--- config.mk ---
export PLATFORM = sky130hd
export DESIGN_NAME = t3pe_ram
export DESIGN_NICKNAME = d
export VERILOG_FILES = /design/src/t3pe_ram.sv
export SDC_FILE = /design/constraint.sdc
export NUM_CORES = 1
export LEC_CHECK = 0
export BUFFER_PORTS_ARGS = -buffer_cell sky130_fd_sc_hd__buf_2
export CORE_MARGIN = 4
export CORE_UTILIZATION = 55
export CTS_CLUSTER_DIAMETER = 40
export DETAILED_ROUTE_END_ITERATION = 12
export PLACE_DENSITY = 0.73
export SYNTH_ARGS = -nofsm -noshare
export SYNTH_HDL_FRONTEND = slang
export SYNTH_SLANG_ARGS = --single-unit
--- constraint.sdc ---
create_clock -name i_clk -period 4.01 [get_ports i_clk]
set_input_delay 0.2005 -clock i_clk [delete_from_list [all_inputs] [get_ports i_clk]]
set_output_delay 0.2005 -clock i_clk [all_outputs]
set_load 0.02 [all_outputs]
--- src/t3pe_ram.sv ---
// generic single port write, single port read ram with registered read
module t3pe_ram #(
    parameter int WIDTH = 8,
    parameter int DEPTH = 16
) (
    input  logic                     i_clk,
    input  logic                     i_we,
    input  logic [$clog2(DEPTH)-1:0] i_waddr,
    input  logic [WIDTH-1:0]         i_wdata,
    input  logic [$clog2(DEPTH)-1:0] i_raddr,
    output logic [WIDTH-1:0]         o_rdata
);
    logic [WIDTH-1:0] r_mem [DEPTH];

    always_ff @(posedge i_clk) begin
        if (i_we) r_mem[i_waddr] <= i_wdata;
        o_rdata <= r_mem[i_raddr];
    end
endmodule

## Yosys cells after proc, flatten, opt, wreduce, memory -nomap -nowiden

Memory sizes are Yosys's and may differ from the RTL's. A register that Yosys moved wholly into a read port is not among the register bits.
Cells that the tools add are included.

- Flip-flop bits (word level): 0
- Bits in writable memories: 128
- Bits of input ports: 18
- Output and inout bits: 8
- Word-level logic and storage cells: 3
- Memories: 1

- Muxes and demuxes: 2

Memories:

| name | depth | bits a word | read ports | clocked after memory_dff | write ports | line | text |
|---|---|---|---|---|---|---|---|
| r_mem | 16 | 8 | 1 | 1 | 1 | 13 | `logic [WIDTH-1:0] r_mem [DEPTH];` |

Operators by type and width:

| operator | count |
|---|---|
| $mux 1 | 2 |

## Logic depth before layout (Yosys ltp)

- Word-level depth: 2
- Depth in mapped cells: 5
- Gate-level depth less buffers: 3

## Least setup slack after synthesis

No wires, ideal clock.

- Path kind: input port to flip-flop
- Start: input i_waddr[2]
- End: memory r_mem[0][0] (enable)
- Library setup time: 0.383 ns
- Arrival time: 1.310 ns
- Setup slack: 2.317 ns
- Stages: 2
- Path through: or3b_2 > nor3_1

RTL lines:

| element | line | text |
|---|---|---|
| start, declared | 8 | `input logic [$clog2(DEPTH)-1:0] i_waddr,` |
| end, declared | 13 |  |

No word-level cell before the write port.

==> metrics.yaml <==
clocking:
  cts.path.max_buffers: 2
  ctsHtreeMaxLevel: 4
  postCtsSetupRepairBufs: 0
  postCtsHoldBufs: 0
  cts.clk_slew.worst_paths_ps: 60
  cts_buffers: 17
  cts_resized: 0
  clock_latency_ps: 520
  cts_tree: "done"
  cts.sinks: 136
  cts_root_buffer: "clkbuf_8"
die:
  io_pins: 26
  fp.dieW_um: 104.7
  core_mm2: 0.009196
  die_h_um: 104.7
  rows: 35
  start_util: 0.5597
  dieArea_mm2: 0.01097
placed_design:
  place_congestion: 0.7643
  numPortBuffers: 25
  dp_hpwl_um: 5814
logic_synthesis:
  synth_ff_type: "edfxtp_1"
  synth_cells: 229
  yosysTopAreaCellShare: 0.7467
  post-synth-top-count-cell: "edfxtp_1"
  synth.largest_area_cell: "edfxtp_1"
  synth-edff-count: 128
  synthTopCellsByCount: "edfxtp_1 (128), mux4_2 (18), a22oi_1 (16)"
  synth_nets: 247
  syn_area_per_cell_um2: 22.48
  ys_types: 19
  synth_area_leaders: "edfxtp_1 (75%), mux4_2 (7.9%), mux4_1 (7.1%)"
  ys_ff_latch: 136
  synthArstFlopShare: 0
  netlist_area_mm2: 0.005147
  ys_seq_area_frac: 0.7778
  yosysWarnings: 0
critical_path:
  critPathLaunchType: "input port"
  worstReg2RegEnd: "o_rdata[3]"
  regToRegSetupSlack_ps: 2610
  reg2reg_from: "r_mem[1][3]"
  critPathKind: "input port to register"
  rr_worst_depth: 3
  cp-end-kind: "register"
  crit_fanout: 32
  slowest_delay_ps: 770
  crit_arrival_ps: 2060
  cpMaxStageDelayCell: "buf_2"
  critPathRequiredTime_ps: 4410
  cp_cell_sequence: "buf_2 > mux4_1 > a22oi_1 > nand2_1"
global_routing:
  grt_max_degree: 33
  antenna_found_initial: 0
  grt_first_pass_wirelength_um: 15300
  grtUsageTotal: 0.1966
  grt-ovfl-total: 0
  grt_pass1_vias: 2536
detailed_routing:
  num_vias: 2381
  drc: 0
  drt_iter0_drc: 183
  wl_um: 9810
  via_per_inst: 6.105
  ant_nets: 0
  wl_per_cell_um: 25.15
  first_pass_iters: 5
power_and_ir_drop:
  ir_worst_vdd_mv: 0.2811
  pwr_density_cell_mw_per_mm2: 548.3
  total_power_mw: 3.250
  p_leak_nw: 1.984
sta:
  drv_slew: 0
  fin_crit_sh: 0.4163
  maxSlewHeadroom: 0.1795
  fin_crit_ps: 1669
  timing.fmax_mhz: 599.0
  setup_violations: 0
  rsz0062_at_grt: "false"
  fin_skew_ps: 7.504
  worstMarginPinSlew_ps: 1221
  hold_violations: 0
  tns_ps: 0
worst_hold_path:
  holdPathStages: 1
  hp-class: "input port to register"
  min_from: "i_wdata[4]"
  min_to: "r_mem[2][4]"
final_layout:
  drive_gt1_frac: 0.2760
  nets: 284
  area_growth_pct: 15.14
  diodes: 0
job:
  maxCapViolCount: 0
outcome:
  status: "complete, no violations"
## cell type report
class / instances / area (um^2)
repair buffers: 28 / 147.6
multi-input cells: 83 / 1057
fillers: 607 / 3269
clock buffers: 19 / 421.7
clock inverters: 13 / 157.7
flip-flops and latches: 136 / 4004
well taps: 111 / 138.9
## placed cells by master (no fill, tap or decap), types with 8 or more instances in the layout
cell type / Yosys / layout
edfxtp_1: 128 / 128
buf_2: 3 / 25
mux4_2: 18 / 18
a22oi_1: 16 / 16
clkbuf_16: 0 / 16
mux4_1: 14 / 14
nor2_1: 13 / 13
nand2_1: 9 / 9
dfxtp_1: 8 / 8
## metrics by stage
| stage | setup WS (ps) | cell area (um^2) | cells | utilization | hold WS (ps) |
|---|---|---|---|---|---|
| 2_1_floorplan | 2317 | 5147 | 229 | - | 299.4 |
| 3_3_place_gp | 1784 | 5348 | 358 | 0.5815 | 587.2 |
| 3_5_place_dp | 1775 | 5348 | 358 | 0.5815 | 593.7 |
| 4_1_cts | 2288 | 5927 | 390 | 0.6445 | 44.78 |
| 5_1_grt | 2202 | 5927 | 390 | 0.6445 | 63.07 |
| 6_report | 2341 | 5927 | 390 | 0.6445 | 61.19 |
## logic make-up after synthesis
group	Yosys count	share of synthesized area
mux	32	0.1502
compound gates	16	0.02334
flops	136	0.7778
buf+inv	10	0.01677
simple gates	35	0.03184
## critical path: cells and delay by family
family	cells	cell delay (ps)
compound gates	1	300
buf+inv	1	770
mux	1	670
simple gates	1	100
## how the worst max path moves through the flow
stage | start | end | slack (ps) | depth (start not counted)
after detailed placement | i_waddr[2] | r_mem[0][5] | 1780 | 3
final | i_raddr[0] | o_rdata[1] | 2340 | 4
after global routing | i_raddr[0] | o_rdata[3] | 2200 | 4
after global placement | i_raddr[0] | o_rdata[1] | 1780 | 4
after CTS | i_waddr[2] | r_mem[0][5] | 2290 | 3
after floorplan | i_waddr[2] | r_mem[0][0] | 2320 | 2
## layer usage
metal  global-route usage  vias to the layer above  part of all wire
met3              0.04941                       14             0.059
met2               0.2924                       97              0.49
li1                     -                     1050                 -
met1               0.2832                     1220              0.44
met4              0.07779                        0             0.017
met5                    0                        -                 0
## sequential cells by signal (all words and copies together), names as in the netlist
signal and flops:
r_mem 128, o_rdata 8
## power by group
part / total, mW / leakage, nW / switching [mW] / internal, mW
clock network: 1.50 / 0.274 / 0.559 / 0.942
registers: 1.60 / 1.22 / 0.0103 / 1.59
logic: 0.148 / 0.486 / 0.0909 / 0.0571
total: 3.25 / 1.98 / 0.660 / 2.59
(Power assumes the default switching activity.)
